## src/hdl/lsc_pkg.sv

```systemverilog
// shared types and constants of the locked slot cache
`timescale 1ns / 1ps
package lsc_pkg;

  localparam int FRAME_W  = 32;
  localparam int COUNT_W  = 8;
  localparam int SLOT_W   = 3;
  localparam int ACTION_W = 2;
  localparam int STATUS_W = 3;
  localparam int IN_W     = 40;
  localparam int OUT_W    = 16;

  typedef enum logic [ACTION_W-1:0] {
    ACT_LOOKUP     = 2'd0,
    ACT_UNLOCK     = 2'd1,
    ACT_UNLOCK_ALL = 2'd2,
    ACT_PURGE      = 2'd3
  } action_t;

  typedef enum logic [STATUS_W-1:0] {
    ST_HIT       = 3'd0,
    ST_ALLOC     = 3'd1,
    ST_NOSLOT    = 3'd2,
    ST_DONE      = 3'd3,
    ST_UNDERFLOW = 3'd4
  } status_t;

  localparam logic [COUNT_W-1:0] COUNT_MAX = '1;

  // write request from the sequencer to the slot store
  typedef struct packed {
    logic               tag_we;
    logic               lock_we;
    logic [FRAME_W-1:0] tag;
    logic [COUNT_W-1:0] count;
  } store_wr_t;

endpackage

```

## src/hdl/locked_slot_cache_round_robin.sv

```systemverilog
// locked slot cache: round robin tag store with per-slot lock counts
// a lookup scans the slots from zero for a hit, then on a miss scans round robin from the pointer;
//   unlock reads the lock count and then checks it; unlock all and purge go straight to the result register
// one item at a time: the single tag/lock read port is stepped one slot per cycle
// a new item is taken only after the result of the last one has been accepted
// reset clears valid marks, lock counts and the next pointer at once; tags stay unset
`timescale 1ns / 1ps
module locked_slot_cache_round_robin #(
  parameter int ENTRIES = 8
) (
  input  logic                         clk,
  input  logic                         rst_n,
  input  logic                         in_tvalid,
  output logic                         in_tready,
  // action [1:0], frame_number [33:2], slot_index [36:34], zero [39:37]
  input  logic [lsc_pkg::IN_W-1:0]     in_tdata,
  output logic                         out_tvalid,
  input  logic                         out_tready,
  // status [2:0], slot [5:3], lock_count [13:6], zero [15:14]
  output logic [lsc_pkg::OUT_W-1:0]    out_tdata
);
  import lsc_pkg::*;

  localparam int IW = (ENTRIES > 1) ? $clog2(ENTRIES) : 1;
  localparam logic [IW-1:0] LAST_IDX = IW'(ENTRIES - 1);

  typedef enum logic [2:0] {
    S_IDLE,
    S_HIT_SCAN,
    S_ALLOC_SCAN,
    S_UNLOCK_RD,
    S_UNLOCK_CHK,
    S_OUT
  } state_t;

  function automatic logic [IW-1:0] next_idx(input logic [IW-1:0] a);
    next_idx = (a == LAST_IDX) ? '0 : a + 1'b1;
  endfunction

  // input fields
  action_t            in_action;
  logic [FRAME_W-1:0] in_frame;
  logic [SLOT_W-1:0]  in_slot;
  assign in_action = action_t'(in_tdata[1:0]);
  assign in_frame  = in_tdata[33:2];
  assign in_slot   = in_tdata[36:34];

  state_t              state_r, state_nxt;
  logic [FRAME_W-1:0]  frame_r, frame_nxt;
  logic [IW+2:0]       idx_r, idx_nxt;
  logic [IW-1:0]       rd_addr_r, rd_addr_nxt;
  logic [IW:0]         issued_r, issued_nxt;
  logic                cmp_vld_r, cmp_vld_nxt;
  logic                cmp_last_r, cmp_last_nxt;
  logic [IW-1:0]       cmp_idx_r, cmp_idx_nxt;
  logic [IW-1:0]       ptr_r, ptr_nxt;
  logic [ENTRIES-1:0]  valid_r, valid_nxt;
  logic [ENTRIES-1:0]  live_r, live_nxt;
  logic                out_valid_r, out_valid_nxt;
  status_t             status_r, status_nxt;
  logic [SLOT_W-1:0]   slot_r, slot_nxt;
  logic [COUNT_W-1:0]  count_r, count_nxt;

  store_wr_t           wr;
  logic [IW-1:0]       wr_addr;
  logic [FRAME_W-1:0]  rd_tag;
  logic [COUNT_W-1:0]  rd_count;

  lsc_store #(
    .ENTRIES (ENTRIES),
    .IW      (IW)
  ) u_store (
    .clk      (clk),
    .wr       (wr),
    .wr_addr  (wr_addr),
    .rd_addr  (rd_addr_r),
    .rd_tag   (rd_tag),
    .rd_count (rd_count)
  );

  // shared compare unit: count of the slot under test, tag match, slot number out
  logic [COUNT_W-1:0] cmp_count;
  logic [COUNT_W-1:0] chk_count;
  logic               tag_match;
  logic [IW+2:0]      cmp_idx_ext;
  logic [SLOT_W-1:0]  cmp_slot;
  logic               idx_out_of_range;

  assign cmp_count        = live_r[cmp_idx_r] ? rd_count : '0;
  assign chk_count        = live_r[rd_addr_r] ? rd_count : '0;
  assign tag_match        = valid_r[cmp_idx_r] && (rd_tag == frame_r);
  assign cmp_idx_ext      = {3'b000, cmp_idx_r};
  assign cmp_slot         = cmp_idx_ext[SLOT_W-1:0];
  assign idx_out_of_range = (idx_r >= (IW+3)'(ENTRIES));

  // sequencer next state
  always_comb begin
    state_nxt     = state_r;
    frame_nxt     = frame_r;
    idx_nxt       = idx_r;
    rd_addr_nxt   = rd_addr_r;
    issued_nxt    = issued_r;
    cmp_vld_nxt   = cmp_vld_r;
    cmp_last_nxt  = cmp_last_r;
    cmp_idx_nxt   = cmp_idx_r;
    ptr_nxt       = ptr_r;
    valid_nxt     = valid_r;
    live_nxt      = live_r;
    out_valid_nxt = out_valid_r;
    status_nxt    = status_r;
    slot_nxt      = slot_r;
    count_nxt     = count_r;
    wr            = '0;
    wr_addr       = cmp_idx_r;

    case (state_r)
      S_IDLE: begin
        if (in_tvalid) begin
          frame_nxt = in_frame;
          idx_nxt   = {IW'(0), in_slot};
          case (in_action)
            ACT_LOOKUP: begin
              rd_addr_nxt  = '0;
              issued_nxt   = '0;
              cmp_vld_nxt  = 1'b0;
              cmp_last_nxt = 1'b0;
              state_nxt    = S_HIT_SCAN;
            end
            ACT_UNLOCK: begin
              rd_addr_nxt = idx_nxt[IW-1:0];
              state_nxt   = S_UNLOCK_RD;
            end
            ACT_UNLOCK_ALL: begin
              live_nxt      = '0;
              status_nxt    = ST_DONE;
              slot_nxt      = '0;
              count_nxt     = '0;
              out_valid_nxt = 1'b1;
              state_nxt     = S_OUT;
            end
            default: begin
              live_nxt      = '0;
              valid_nxt     = '0;
              status_nxt    = ST_DONE;
              slot_nxt      = '0;
              count_nxt     = '0;
              out_valid_nxt = 1'b1;
              state_nxt     = S_OUT;
            end
          endcase
        end
      end

      // walk slots from zero looking for a valid matching tag
      S_HIT_SCAN: begin
        if (cmp_vld_r && tag_match) begin
          count_nxt     = (cmp_count == COUNT_MAX) ? cmp_count : cmp_count + 1'b1;
          wr.lock_we    = 1'b1;
          wr.count      = count_nxt;
          live_nxt[cmp_idx_r] = 1'b1;
          status_nxt    = ST_HIT;
          slot_nxt      = cmp_slot;
          out_valid_nxt = 1'b1;
          state_nxt     = S_OUT;
        end else if (cmp_vld_r && cmp_last_r) begin
          rd_addr_nxt  = ptr_r;
          issued_nxt   = '0;
          cmp_vld_nxt  = 1'b0;
          cmp_last_nxt = 1'b0;
          state_nxt    = S_ALLOC_SCAN;
        end else begin
          cmp_idx_nxt  = rd_addr_r;
          cmp_vld_nxt  = 1'b1;
          cmp_last_nxt = (issued_r == (IW+1)'(ENTRIES - 1));
          rd_addr_nxt  = next_idx(rd_addr_r);
          issued_nxt   = issued_r + 1'b1;
        end
      end

      // walk slots round robin from the pointer looking for an unlocked one
      S_ALLOC_SCAN: begin
        if (cmp_vld_r && (cmp_count == '0)) begin
          wr.tag_we     = 1'b1;
          wr.lock_we    = 1'b1;
          wr.tag        = frame_r;
          wr.count      = COUNT_W'(1);
          live_nxt[cmp_idx_r]  = 1'b1;
          valid_nxt[cmp_idx_r] = 1'b1;
          ptr_nxt       = next_idx(cmp_idx_r);
          status_nxt    = ST_ALLOC;
          slot_nxt      = cmp_slot;
          count_nxt     = COUNT_W'(1);
          out_valid_nxt = 1'b1;
          state_nxt     = S_OUT;
        end else if (cmp_vld_r && cmp_last_r) begin
          status_nxt    = ST_NOSLOT;
          slot_nxt      = '0;
          count_nxt     = '0;
          out_valid_nxt = 1'b1;
          state_nxt     = S_OUT;
        end else begin
          cmp_idx_nxt  = rd_addr_r;
          cmp_vld_nxt  = 1'b1;
          cmp_last_nxt = (issued_r == (IW+1)'(ENTRIES - 1));
          rd_addr_nxt  = next_idx(rd_addr_r);
          issued_nxt   = issued_r + 1'b1;
        end
      end

      // wait for the registered read of the lock count
      S_UNLOCK_RD: begin
        state_nxt = S_UNLOCK_CHK;
      end

      S_UNLOCK_CHK: begin
        slot_nxt      = idx_r[SLOT_W-1:0];
        out_valid_nxt = 1'b1;
        state_nxt     = S_OUT;
        if (idx_out_of_range) begin
          status_nxt = ST_DONE;
          count_nxt  = '0;
        end else if (chk_count == '0) begin
          status_nxt = ST_UNDERFLOW;
          count_nxt  = '0;
        end else begin
          status_nxt = ST_DONE;
          count_nxt  = chk_count - 1'b1;
          wr.lock_we = 1'b1;
          wr.count   = count_nxt;
          wr_addr    = rd_addr_r;
          live_nxt[rd_addr_r] = 1'b1;
        end
      end

      S_OUT: begin
        if (out_tready) begin
          out_valid_nxt = 1'b0;
          state_nxt     = S_IDLE;
        end
      end

      default: begin
        state_nxt = S_IDLE;
      end
    endcase
  end

  // state and registered outputs
  always_ff @(posedge clk) begin
    if (!rst_n) begin
      state_r     <= S_IDLE;
      ptr_r       <= '0;
      valid_r     <= '0;
      live_r      <= '0;
      out_valid_r <= 1'b0;
      cmp_vld_r   <= 1'b0;
      cmp_last_r  <= 1'b0;
      issued_r    <= '0;
    end else begin
      state_r     <= state_nxt;
      ptr_r       <= ptr_nxt;
      valid_r     <= valid_nxt;
      live_r      <= live_nxt;
      out_valid_r <= out_valid_nxt;
      cmp_vld_r   <= cmp_vld_nxt;
      cmp_last_r  <= cmp_last_nxt;
      issued_r    <= issued_nxt;
    end
    frame_r   <= frame_nxt;
    idx_r     <= idx_nxt;
    rd_addr_r <= rd_addr_nxt;
    cmp_idx_r <= cmp_idx_nxt;
    status_r  <= status_nxt;
    slot_r    <= slot_nxt;
    count_r   <= count_nxt;
  end

  assign in_tready  = (state_r == S_IDLE);
  assign out_tvalid = out_valid_r;
  assign out_tdata  = {2'b00, count_r, slot_r, status_r};

  // checks
  a_no_overlap: assert property (@(posedge clk) disable iff (!rst_n)
    !(out_tvalid && in_tready))
    else $error("input taken while a result is pending");

  a_alloc_count: assert property (@(posedge clk) disable iff (!rst_n)
    (out_tvalid && status_r == ST_ALLOC) |-> (count_r == COUNT_W'(1)))
    else $error("allocated slot not locked once");

  a_noslot_zero: assert property (@(posedge clk) disable iff (!rst_n)
    (out_tvalid && status_r == ST_NOSLOT) |-> (slot_r == '0 && count_r == '0))
    else $error("no-slot result carries data");

  a_ptr_range: assert property (@(posedge clk) disable iff (!rst_n)
    ptr_r <= LAST_IDX)
    else $error("next pointer out of range");

endmodule

```

## src/hdl/lsc_store.sv

```systemverilog
// tag and lock count memories with one write port and one registered read port
`timescale 1ns / 1ps
module lsc_store #(
  parameter int ENTRIES = 8,
  parameter int IW      = 3
) (
  input  logic                    clk,
  input  lsc_pkg::store_wr_t      wr,
  input  logic [IW-1:0]           wr_addr,
  input  logic [IW-1:0]           rd_addr,
  output logic [lsc_pkg::FRAME_W-1:0] rd_tag,
  output logic [lsc_pkg::COUNT_W-1:0] rd_count
);
  import lsc_pkg::*;

  logic [FRAME_W-1:0] tag_mem  [ENTRIES];
  logic [COUNT_W-1:0] lock_mem [ENTRIES];

  // writes
  always_ff @(posedge clk) begin
    if (wr.tag_we) begin
      tag_mem[wr_addr] <= wr.tag;
    end
    if (wr.lock_we) begin
      lock_mem[wr_addr] <= wr.count;
    end
  end

  // registered read
  always_ff @(posedge clk) begin
    rd_tag   <= tag_mem[rd_addr];
    rd_count <= lock_mem[rd_addr];
  end

endmodule

```

## config.mk

```make
export PLATFORM = sky130hd
export DESIGN_NAME = locked_slot_cache_round_robin
export DESIGN_NICKNAME = d
export VERILOG_FILES = /design/src/hdl/lsc_pkg.sv /design/src/hdl/locked_slot_cache_round_robin.sv /design/src/hdl/lsc_store.sv
export SDC_FILE = /design/constraint.sdc
export NUM_CORES = 1
export LEC_CHECK = 0
export ABC_AREA = 1
export BUFFER_PORTS_ARGS = -buffer_cell sky130_fd_sc_hd__buf_2
export CAP_MARGIN = 40
export CORE_AREA = 5 5 184 186
export CTS_BUF_LIST = sky130_fd_sc_hd__clkbuf_4 sky130_fd_sc_hd__clkbuf_8 sky130_fd_sc_hd__clkbuf_16
export CTS_CLUSTER_SIZE = 25
export DETAILED_ROUTE_END_ITERATION = 10
export DIE_AREA = 0 0 189 191
export GPL_TIMING_DRIVEN = 1
export MAX_ROUTING_LAYER = met4
export PLACE_DENSITY = 0.75
export SLEW_MARGIN = 20
export SYNTH_ARGS = -nofsm -noshare
export SYNTH_HDL_FRONTEND = slang
export SYNTH_SLANG_ARGS = --single-unit
```

## constraint.sdc

```tcl
create_clock -name clk -period 3.7 [get_ports clk]
set_clock_uncertainty 0.2 [all_clocks]
set_input_delay 0.74 -clock clk [delete_from_list [all_inputs] [get_ports clk]]
set_output_delay 0.74 -clock clk [all_outputs]
set_load 0.01 [all_outputs]
```

==> flow_metrics.py, run 1 <==
metrics = {
    "placed_design": {
        "place_worst_setup_slack_ns": 0.404,
        "numPortBuffers": 56,
        "routabilityCongestion": 0.899,
        "dpl.hpwl_um": 23000,
    },
    "status": {
        "status": "finished clean",
    },
    "sta": {
        "setup_tns_ns": 0,
        "finalCritPeriodShare_pct": 90.1,
        "achievable_frequency_mhz": 300,
        "max-slew-margin-rel_pct": 57.7,
        "post-route-worst-setup-slack_ns": 0.365,
        "slew_viol_final": 0,
        "period_needed_ns": 3.34,
        "finalSetupViolCount": 0,
        "timing.final.hold_violations": 0,
        "unrepaired_setup_endpoints_after_global_routing": "no",
        "max_slew.worst_pin.slew_ns": 0.632,
    },
    "cts": {
        "cts-buffers-inserted": 44,
        "cts_repair_resized_insts": 0,
        "cts_num_sinks": 444,
        "post-cts-setup-buffer-count": 0,
        "cts_root_buf": "clkbuf_16",
        "clk_pin_slew_worst_paths_ns": 0.06,
        "postCtsHoldBufs": 0,
        "tritoncts": "yes",
        "worst_skew_pair.late_latency_ns": 0.55,
        "ctsLongestPathBuffers": 3,
        "cts-htree-levels": 2,
    },
    "detailed_routing": {
        "detailed_route_vias_per_instance": 5.67,
        "drtPass1Iterations": 6,
        "average_wire_per_cell_in_the_routed_design_um": 19.7,
        "starting_drc_count_in_detailed_routing": 906,
        "antenna_violating_nets_post_route": 0,
        "detailroute.via_count": 11200,
        "wl_um": 39000,
        "residual_drc": 0,
    },
    "grt": {
        "maximum_number_of_pins_on_one_net_before_global_route_repair": 48,
        "antenna_found_initial": 0,
        "grt_usage_pct": 22.2,
        "grt_pass1_vias": 11200,
        "grt_remaining_overflow": 0,
        "grt_pass1_wl_um": 61100,
    },
    "floorplan": {
        "rows": 66,
        "initial_core_util_pct": 54.8,
        "die_w_um": 189,
        "floorplan.die_area_sq_um": 36100,
        "ios": 62,
        "placeableCoreArea_sq_um": 32100,
        "die_height_um": 191,
    },
    "min_path": {
        "timing.hold.worst.class": "in2reg",
    },
    "setup_path": {
        "end_kind": "flop",
        "arrival_ns": 3.36,
        "critPathLaunchType": "flop",
        "critPathKind": "reg2reg",
        "required_ns": 3.73,
        "cp_max_fo": 32,
    },
    "synth": {
        "synth_cells": 1435,
        "synth_largest_area_cell": "edfxtp_1",
        "synth_top_area_share_pct": 64.0,
        "post_synth_num_cell_types": 45,
        "async_set_reset_flop_share_out_of_synthesis_pct": 0,
        "synth_edf_count": 375,
        "synthMostInstantiatedCell": "edfxtp_1",
        "synth.yosys.warnings": 0,
        "synthesis.area_sq_um": 17600,
        "yosys_register_bits": 444,
        "yosys-top-cells-area": "edfxtp_1 (64%), dfxtp_1 (7.9%), nand2_1 (7.0%)",
        "portion_of_the_post_synthesis_area_used_by_sequential_elements_pct": 71.9,
        "synth_commonest_cells": "edfxtp_1 (375), nand2_1 (327), inv_1 (135), nor2_1 (117), dfxtp_1 (69)",
        "postSynthAreaPerCell_sq_um": 12.3,
        "most_common_flop_cell_mapped_by_yosys": "edfxtp_1",
    },
    "run": {
        "maxCapViolations": 0,
    },
    "power": {
        "power_leakage_uw": 0.00713,
        "ir_worst_vdd_mv": 0.516,
        "power.density_nw_per_um2": 762,
    },
    "cells_and_area": {
        "synthToLayoutAreaGrowth_pct": 14.9,
        "antenna-diode-count": 0,
        "post_route_cells_drive_above_1_share_pct": 14.7,
        "num-nets-final": 1585,
    },
}
## placed cells by master (no fill, tap or decap), drive strengths merged, types with 36 or more instances in the layout
cell type and instances:
edfxtp 375, nand2 336, inv 142, nor2 122, buf 103, dfxtp 69
nand4 59, clkbuf 51, nand3 49, a22oi 48, o21ai 43, a21oi 36
## power by group
group	switching, uW	total, uW	internal, uW
Clock	1840	4550	2720
Sequential	435	6580	6150
Combinational	2800	4260	1460
Total	5070	15400	10300
## logic make-up (layout without fill, tap and decap cells)
kind of cell	count (synthesis)	after routing	share of synthesized area, %
simple gates	585	585	14.4
flops	444	444	71.9
compound gates	195	195	8.04
buf+inv	193	325	4.62
xor+xnor	9	9	0.448
fa+ha+maj	8	8	0.569
other cells	1	2	0.0213
## routing by layer
metal	GRT usage [%]	vias up	part of all wire (%)
met1	29.2	5419	42
met4	5.77	0	1.7
met5	-	-	0
met2	37.2	431	50
li1	-	5293	-
met3	2.72	58	6.7
## worst paths after layout
check	from	to	slack, ns	cells past startpoint
worst max-delay path	rd_addr_r[0]	u_store.tag_mem[4][6]	0.36	15
worst min-delay path	in_tdata[31]	frame_r[29]	0.16	1
worst min register to register	valid_r[0]	valid_r[0]	0.25	2
worst max register to register	rd_addr_r[0]	u_store.tag_mem[4][6]	0.36	15
## metrics by stage
stage	instance area [sq um]	hold slack [ns]	total power (uW)	std cells	util [%]
after floorplan	17600	0.229	9520	1436	-
after global placement	18700	0.242	10800	1895	58.2
after detailed placement	18700	0.246	10900	1895	58.2
after CTS	20200	0.135	15500	1976	62.9
after global routing	20200	0.137	16200	1976	62.9
final	20200	0.160	15400	1976	62.9
## worst max-delay path, cell delays in order, from the launching register on
cell and delay [ns]:
edfxtp_1 0.56, o21ai_0 0.22, nand2_1 0.07, nand2_1 0.07, nand2_1 0.06, nand2_2 0.21
inv_1 0.06, nor2_1 0.12, inv_1 0.09, ha_1 0.21, nand3_2 0.13, nand2_4 0.10
o21ai_1 0.28, nand3_1 0.20, nor2_4 0.14, buf_12 0.26
## registers in the layout, indices dropped and copies added (netlist names)
register	count
cmp_idx_r	3
valid_r	8
status_r	3
u_store.lock_mem	64
slot_r	3
state_r	3
rd_addr_r	3
frame_r	32
cmp_last_r	1
live_r	8
count_r	8
cmp_vld_r	1
idx_r	3
u_store.rd_tag	32
out_tvalid	1
ptr_r	3
issued_r	4
u_store.rd_count	8
u_store.tag_mem	256
## cell type report
class                           instances  area, sq um
Sequential cell                       444        12600
Fill cell                            2359        11900
Multi-Input combinational cell        799         4260
Clock buffer                           51         1180
Timing Repair Buffer                  103          758
Inverter                              141          533
Tap cell                              408          510
Clock inverter                         30          325
No activity file was read; power rests on OpenSTA's default activity.
==> run 2, diff against run 1 <==
Settings changed: CTS_BUF_LIST sky130_fd_sc_hd__clkbuf_4 sky130_fd_sc_hd__clkbuf_8 sky130_fd_sc_hd__clkbuf_16 to sky130_fd_sc_hd__clkbuf_16.
==> run 2 against run 1 <==
  * Sequential share of layout area increased by 0.089 points
  * Combinational power about the same
  * Cell count unchanged
  * Clock power decreased by 2%
  * Non-clock buffer count unchanged
  * Critical endpoint unchanged
  * Routed wire length increased by 0.24%
  * Register-to-register slack got worse by 0.03 ns
  * Maximum frequency decreased by 1.0%
  * Critical path depth unchanged
  * Worst hold slack improved by 0.0012 ns
  * Highest routed layer unchanged
  * Sequential power about the same
  * Flip-flop and latch count unchanged
==> flow_metrics.py, run 2 (synthesized netlist as in run 1, its figures left out) <==
metrics = {
    "status": {
        "status": "finished clean",
    },
    "power": {
        "power.density_nw_per_um2": 759,
        "cell_internal_pwr_uw": 10300,
        "ir_worst_vdd_mv": 0.517,
        "netSwitchingPower_uw": 5060,
        "design_power_total_uw": 15300,
        "sw_frac_of_total_pct": 33.1,
        "clock_power_share_pct": 29.3,
        "share_comb_of_total_power_pct": 27.8,
        "seq_power_share_pct": 43.0,
        "power_leakage_uw": 0.00713,
    },
    "cts": {
        "cts-htree-levels": 2,
        "tritoncts": "yes",
        "cts-buffers-inserted": 44,
        "cts_num_sinks": 444,
        "ctsLongestPathBuffers": 3,
        "clk_pin_slew_worst_paths_ns": 0.06,
        "postCtsHoldBufs": 0,
        "post-cts-setup-buffer-count": 0,
        "worst_skew_pair.late_latency_ns": 0.55,
        "cts_repair_resized_insts": 0,
        "cts_root_buf": "clkbuf_16",
    },
    "cells_and_area": {
        "synthToLayoutAreaGrowth_pct": 14.7,
        "largest_register_ff_count": 256,
        "post_route_cells_drive_above_1_share_pct": 14.3,
        "post-route-cell-area_sq_um": 20200,
        "max_flop_register": "u_store.tag_mem",
        "largest_registers": "u_store.tag_mem x256, u_store.lock_mem x64",
        "antenna-diode-count": 0,
        "layout.cells.non_filler": 1976,
        "num-nets-final": 1585,
        "final_cell_mix": "edfxtp_1 (375), nand2_1 (327), inv_1 (140), nor2_1 (108), dfxtp_1 (69)",
        "fill_cell_count": 2367,
        "area_occupied_by_registers_sq_um": 12600,
        "layout.cells.most_common": "edfxtp_1",
        "multiInputGateArea_sq_um": 4260,
    },
    "setup_path": {
        "critical_path.cell_chain": "o21ai_0, nand2_1, nand2_1, nand2_1, nand2_2, inv_1, nor2_1, inv_1, ha_1, nand3_2, nand2_4, o21ai_1, nand3_1, nor2_4, buf_12",
        "timing.critical_path.buf_inv": 3,
        "required_ns": 3.73,
        "arrival_ns": 3.40,
        "end_kind": "flop",
        "critPathMostFrequentCell": "nand2_1",
        "cell_family_contributing_the_most_delay_on_the_critical_path": "simple AND/OR/NAND/NOR gates",
        "critPathLaunchType": "flop",
        "critical-path-max-stage-delay_ns": 0.57,
        "critPathKind": "reg2reg",
        "cp_max_fo": 32,
        "crit_path_top_delay_cell": "edfxtp_1",
    },
    "placed_design": {
        "dpl.hpwl_um": 23000,
        "dp_cells": 1895,
        "place_worst_setup_slack_ns": 0.404,
        "routabilityCongestion": 0.899,
        "numPortBuffers": 56,
        "placement.cell_area_sq_um": 18700,
    },
    "floorplan": {
        "initial_core_util_pct": 54.8,
        "floorplan.die_area_sq_um": 36100,
        "die_height_um": 191,
        "ios": 62,
        "rows": 66,
        "die_w_um": 189,
        "placeableCoreArea_sq_um": 32100,
    },
    "run": {
        "maxCapViolations": 0,
    },
    "detailed_routing": {
        "average_wire_per_cell_in_the_routed_design_um": 19.8,
        "detailed_route_vias_per_instance": 5.64,
        "antenna_violating_nets_post_route": 0,
        "wl_um": 39100,
        "drtPass1Iterations": 5,
        "detailroute.via_count": 11200,
        "starting_drc_count_in_detailed_routing": 901,
        "residual_drc": 0,
    },
    "grt": {
        "antenna_found_initial": 0,
        "grt_usage_pct": 22.2,
        "grt_pass1_wl_um": 61100,
        "grt_remaining_overflow": 0,
        "grt_pass1_vias": 11200,
        "maximum_number_of_pins_on_one_net_before_global_route_repair": 48,
    },
    "sta": {
        "setup_tns_ns": 0,
        "unrepaired_setup_endpoints_after_global_routing": "no",
        "max_slew.worst_pin.slew_ns": 0.653,
        "achievable_frequency_mhz": 297,
        "post-route-worst-setup-slack_ns": 0.330,
        "max-slew-margin-rel_pct": 56.3,
        "timing.final.hold_violations": 0,
        "slew_viol_final": 0,
        "finalCritPeriodShare_pct": 91.1,
        "finalSetupViolCount": 0,
        "period_needed_ns": 3.37,
    },
    "min_path": {
        "timing.hold.worst.class": "in2reg",
    },
}
[run 2: stage by stage]
step | hold slack, ns | util [%]
after floorplan | 0.229 | -
after global placement | 0.242 | 58.2
after detailed placement | 0.246 | 58.2
after CTS | 0.135 | 62.8
after global routing | 0.137 | 62.8
final | 0.161 | 62.8
[run 2: area by class of cell]
cell class / count / area share [%]
sequential: 444 / 62.7
clock buffer: 45 / 5.58
tap: 408 / 2.53
multi-input combinational: 799 / 21.1
timing repair buffer: 103 / 3.76
inverter: 141 / 2.64
clock inverter: 36 / 1.72
[run 2: power groups by stage]
stage,Combinational (uW),Clock [uW],Sequential (uW)
5_1_grt,4720,4770,6640
4_1_cts,4270,4550,6580
6_report,4250,4480,6580
2_1_floorplan,2970,0,6550
3_3_place_gp,4130,0,6650
3_5_place_dp,4220,0,6670
[run 2: worst paths after layout]
| path | to | from | slack (ns) | depth (start not counted) |
|---|---|---|---|---|
| max | u_store.tag_mem[4][6] | rd_addr_r[0] | 0.33 | 15 |
| min | frame_r[29] | in_tdata[31] | 0.16 | 1 |
| max reg2reg | u_store.tag_mem[4][6] | rd_addr_r[0] | 0.33 | 15 |
| min reg2reg | valid_r[0] | valid_r[0] | 0.25 | 2 |
[run 2: layer usage]
metal  up-vias  global-route usage, %  wire length, um
li1       5300                      -                -
met1      5413                   29.2            16500
met2       378                   37.2            19600
met3        59                   2.72             2400
met4         0                   5.77              672
met5         -                      -                0
[run 2: worst reg2reg max path: stages (launching register included)]
cell and delay, ns:
edfxtp_1 0.57, o21ai_0 0.23, nand2_1 0.07, nand2_1 0.07, nand2_1 0.06, nand2_2 0.21, inv_1 0.06, nor2_1 0.12
inv_1 0.09, ha_1 0.22, nand3_2 0.13, nand2_4 0.10, o21ai_1 0.28, nand3_1 0.20, nor2_4 0.14, buf_12 0.27
==> run 3, diff against run 2 <==
Clock period 3.7 ns to 3.05 ns, I/O delays scaled along.
==> run 3 against run 2 <==
  * The run now ends with setup timing left
  * Sequential share of layout area down 4.3 points
  * Flip-flop and latch count stayed put
  * Setup slack got worse by 0.36 ns
  * Critical endpoint is now u_store.tag_mem[1][22]
==> flow_metrics.py, run 3 (synthesized netlist as in run 1, its figures left out) <==
metrics = {
    "status": {
        "status": "complete, but fails checks",
        "failed_checks": "setup timing",
    },
    "run": {
        "maxCapViolations": 0,
    },
    "setup_path": {
        "crit_path_top_delay_cell": "edfxtp_1",
        "critPathLaunchType": "flop",
        "critical_path.cell_chain": "buf_6, o21ai_2, nand2_1, nand2_1, nand2_1, nand2_2, inv_2, nor2_4, inv_2, ha_4, nand3_4, nand2_8, o21ai_4, nand3_2, buf_6, nor2_4, buf_12, clkbuf_16",
        "critical-path-max-stage-delay_ns": 0.42,
        "critPathMostFrequentCell": "nand2_1",
        "timing.critical_path.buf_inv": 6,
        "cp_max_fo": 8,
        "cell_family_contributing_the_most_delay_on_the_critical_path": "simple AND/OR/NAND/NOR gates",
        "critPathKind": "reg2reg",
        "required_ns": 3.11,
        "arrival_ns": 3.14,
        "end_kind": "flop",
    },
    "sta": {
        "max-slew-margin-rel_pct": 58.0,
        "post-route-worst-setup-slack_ns": -0.0329,
        "unrepaired_setup_endpoints_after_global_routing": "yes",
        "finalCritPeriodShare_pct": 101,
        "period_needed_ns": 3.08,
        "setup_tns_ns": -1.97,
        "timing.final.hold_violations": 0,
        "achievable_frequency_mhz": 324,
        "slew_viol_final": 0,
        "finalSetupViolCount": 141,
        "max_slew.worst_pin.slew_ns": 0.629,
    },
    "grt": {
        "grt_pass1_wl_um": 62500,
        "grt_remaining_overflow": 0,
        "grt_pass1_vias": 11400,
        "antenna_found_initial": 0,
        "grt_usage_pct": 22.9,
        "maximum_number_of_pins_on_one_net_before_global_route_repair": 40,
    },
    "detailed_routing": {
        "detailroute.via_count": 12200,
        "detailed_route_vias_per_instance": 5.88,
        "antenna_violating_nets_post_route": 0,
        "starting_drc_count_in_detailed_routing": 1450,
        "wl_um": 45800,
        "average_wire_per_cell_in_the_routed_design_um": 22.0,
        "residual_drc": 0,
        "drtPass1Iterations": 6,
    },
    "cells_and_area": {
        "post-route-cell-area_sq_um": 21700,
        "final_util_pct": 67.5,
        "fill_cell_count": 2117,
        "num-nets-final": 1685,
        "largest_register_ff_count": 256,
        "layout.cells.non_filler": 2077,
        "layout.cells.most_common": "edfxtp_1",
        "max_flop_register": "u_store.tag_mem",
        "final_cell_mix": "edfxtp_1 (375), nand2_1 (317), inv_1 (137), nor2_1 (95), buf_4 (86)",
        "antenna-diode-count": 0,
        "synthToLayoutAreaGrowth_pct": 23.2,
        "post_route_cells_drive_above_1_share_pct": 22.1,
        "largest_registers": "u_store.tag_mem x256, u_store.lock_mem x64",
    },
    "placed_design": {
        "dpl.hpwl_um": 24300,
        "dp_cells": 1950,
        "numPortBuffers": 56,
        "routabilityCongestion": 0.900,
        "place_worst_setup_slack_ns": -0.133,
        "placement.cell_area_sq_um": 19300,
    },
    "power": {
        "cell_internal_pwr_uw": 12700,
        "clock_power_share_pct": 27.6,
        "power.density_nw_per_um2": 895,
        "ir_worst_vdd_mv": 0.659,
        "power_leakage_uw": 0.00777,
        "share_comb_of_total_power_pct": 31.5,
        "seq_power_share_pct": 40.8,
        "netSwitchingPower_uw": 6670,
        "sw_frac_of_total_pct": 34.4,
    },
    "floorplan": {
        "floorplan.die_area_sq_um": 36100,
        "die_height_um": 191,
        "rows": 66,
        "placeableCoreArea_sq_um": 32100,
        "die_w_um": 189,
        "initial_core_util_pct": 54.8,
        "ios": 62,
    },
    "cts": {
        "cts_num_sinks": 444,
        "ctsLongestPathBuffers": 3,
        "tritoncts": "yes",
        "cts-htree-levels": 2,
        "cts-buffers-inserted": 44,
        "clk_pin_slew_worst_paths_ns": 0.06,
        "worst_skew_pair.late_latency_ns": 0.55,
        "cts_root_buf": "clkbuf_16",
    },
    "min_path": {
        "timing.hold.worst.class": "in2reg",
    },
}
run 3: cell types whose count changed in the layout (fill, tap and decap cells not counted), moves of 7 or more:
cell	delta
buf_12	+14
buf_4	+49
buf_6	+14
clkbuf_16	+18
nand2_1	-10
nand2_2	+10
nand3_1	-8
nand3_2	+7
nor2_1	-13
nor2_2	+7
run 3: per-layer routing:
layer  part of all wire, %  vias to the layer above  global-route usage, %
met5                     0                        -                      -
met4                   3.4                        0                   5.38
met2                    49                      697                   39.0
li1                      -                     5508                      -
met3                   9.2                      131                   3.63
met1                    38                     5886                   29.5
run 3: area by class of cell:
class | count | area [sq um] | share of cell area (%)
clock buffer | 45 | 1130 | 5.19
tap | 408 | 510 | 2.35
timing repair buffer | 202 | 2070 | 9.57
clock inverter | 37 | 305 | 1.41
inverter | 141 | 533 | 2.46
sequential | 444 | 12600 | 58.3
multi-input combinational | 800 | 4490 | 20.7
run 3: stage by stage:
stage / hold WS [ns] / power (uW)
detailed placement: 0.245 / 13700
global route: 0.0176 / 20300
floorplan: 0.229 / 11700
CTS: 0.0173 / 19100
finish: 0.0313 / 19400
global placement: 0.238 / 13600
run 3: final timing paths:
check,startpoint,end,slack (ns),cells past startpoint
setup / recovery,rd_addr_r[0],u_store.tag_mem[1][22],-0.03,18
hold / removal,in_tdata[30],frame_r[28],0.03,1
setup reg to reg,rd_addr_r[0],u_store.tag_mem[1][22],-0.03,18
hold reg to reg,valid_r[0],valid_r[0],0.26,2
run 3: power groups by stage:
stage	sequential (uW)	combinational, uW	clock [uW]
2_1_floorplan	7950	3730	0
3_3_place_gp	7990	5590	0
3_5_place_dp	8020	5710	0
4_1_cts	7890	5820	5380
5_1_grt	7980	6690	5670
6_report	7920	6120	5350
run 3: worst register-to-register path: stages (launching register included):
cell       delay (ns)
edfxtp_1         0.42
buf_6            0.16
o21ai_2          0.11
nand2_1          0.06
nand2_1          0.05
nand2_1          0.06
nand2_2          0.13
inv_2            0.06
nor2_4           0.08
inv_2            0.05
ha_4             0.16
nand3_4          0.15
nand2_8          0.11
o21ai_4          0.26
nand3_2          0.17
buf_6            0.16
nor2_4           0.09
buf_12           0.14
clkbuf_16        0.17
run 3: repair_timing:
item,4_1_cts,5_1_grt
endpoints found under the hold margin,0,0
gates cloned,0,24
setup endpoints to repair,319,640
setup buffers,3,18
resized for setup,13,44
pin swaps,3,28
hold buffers,0,0
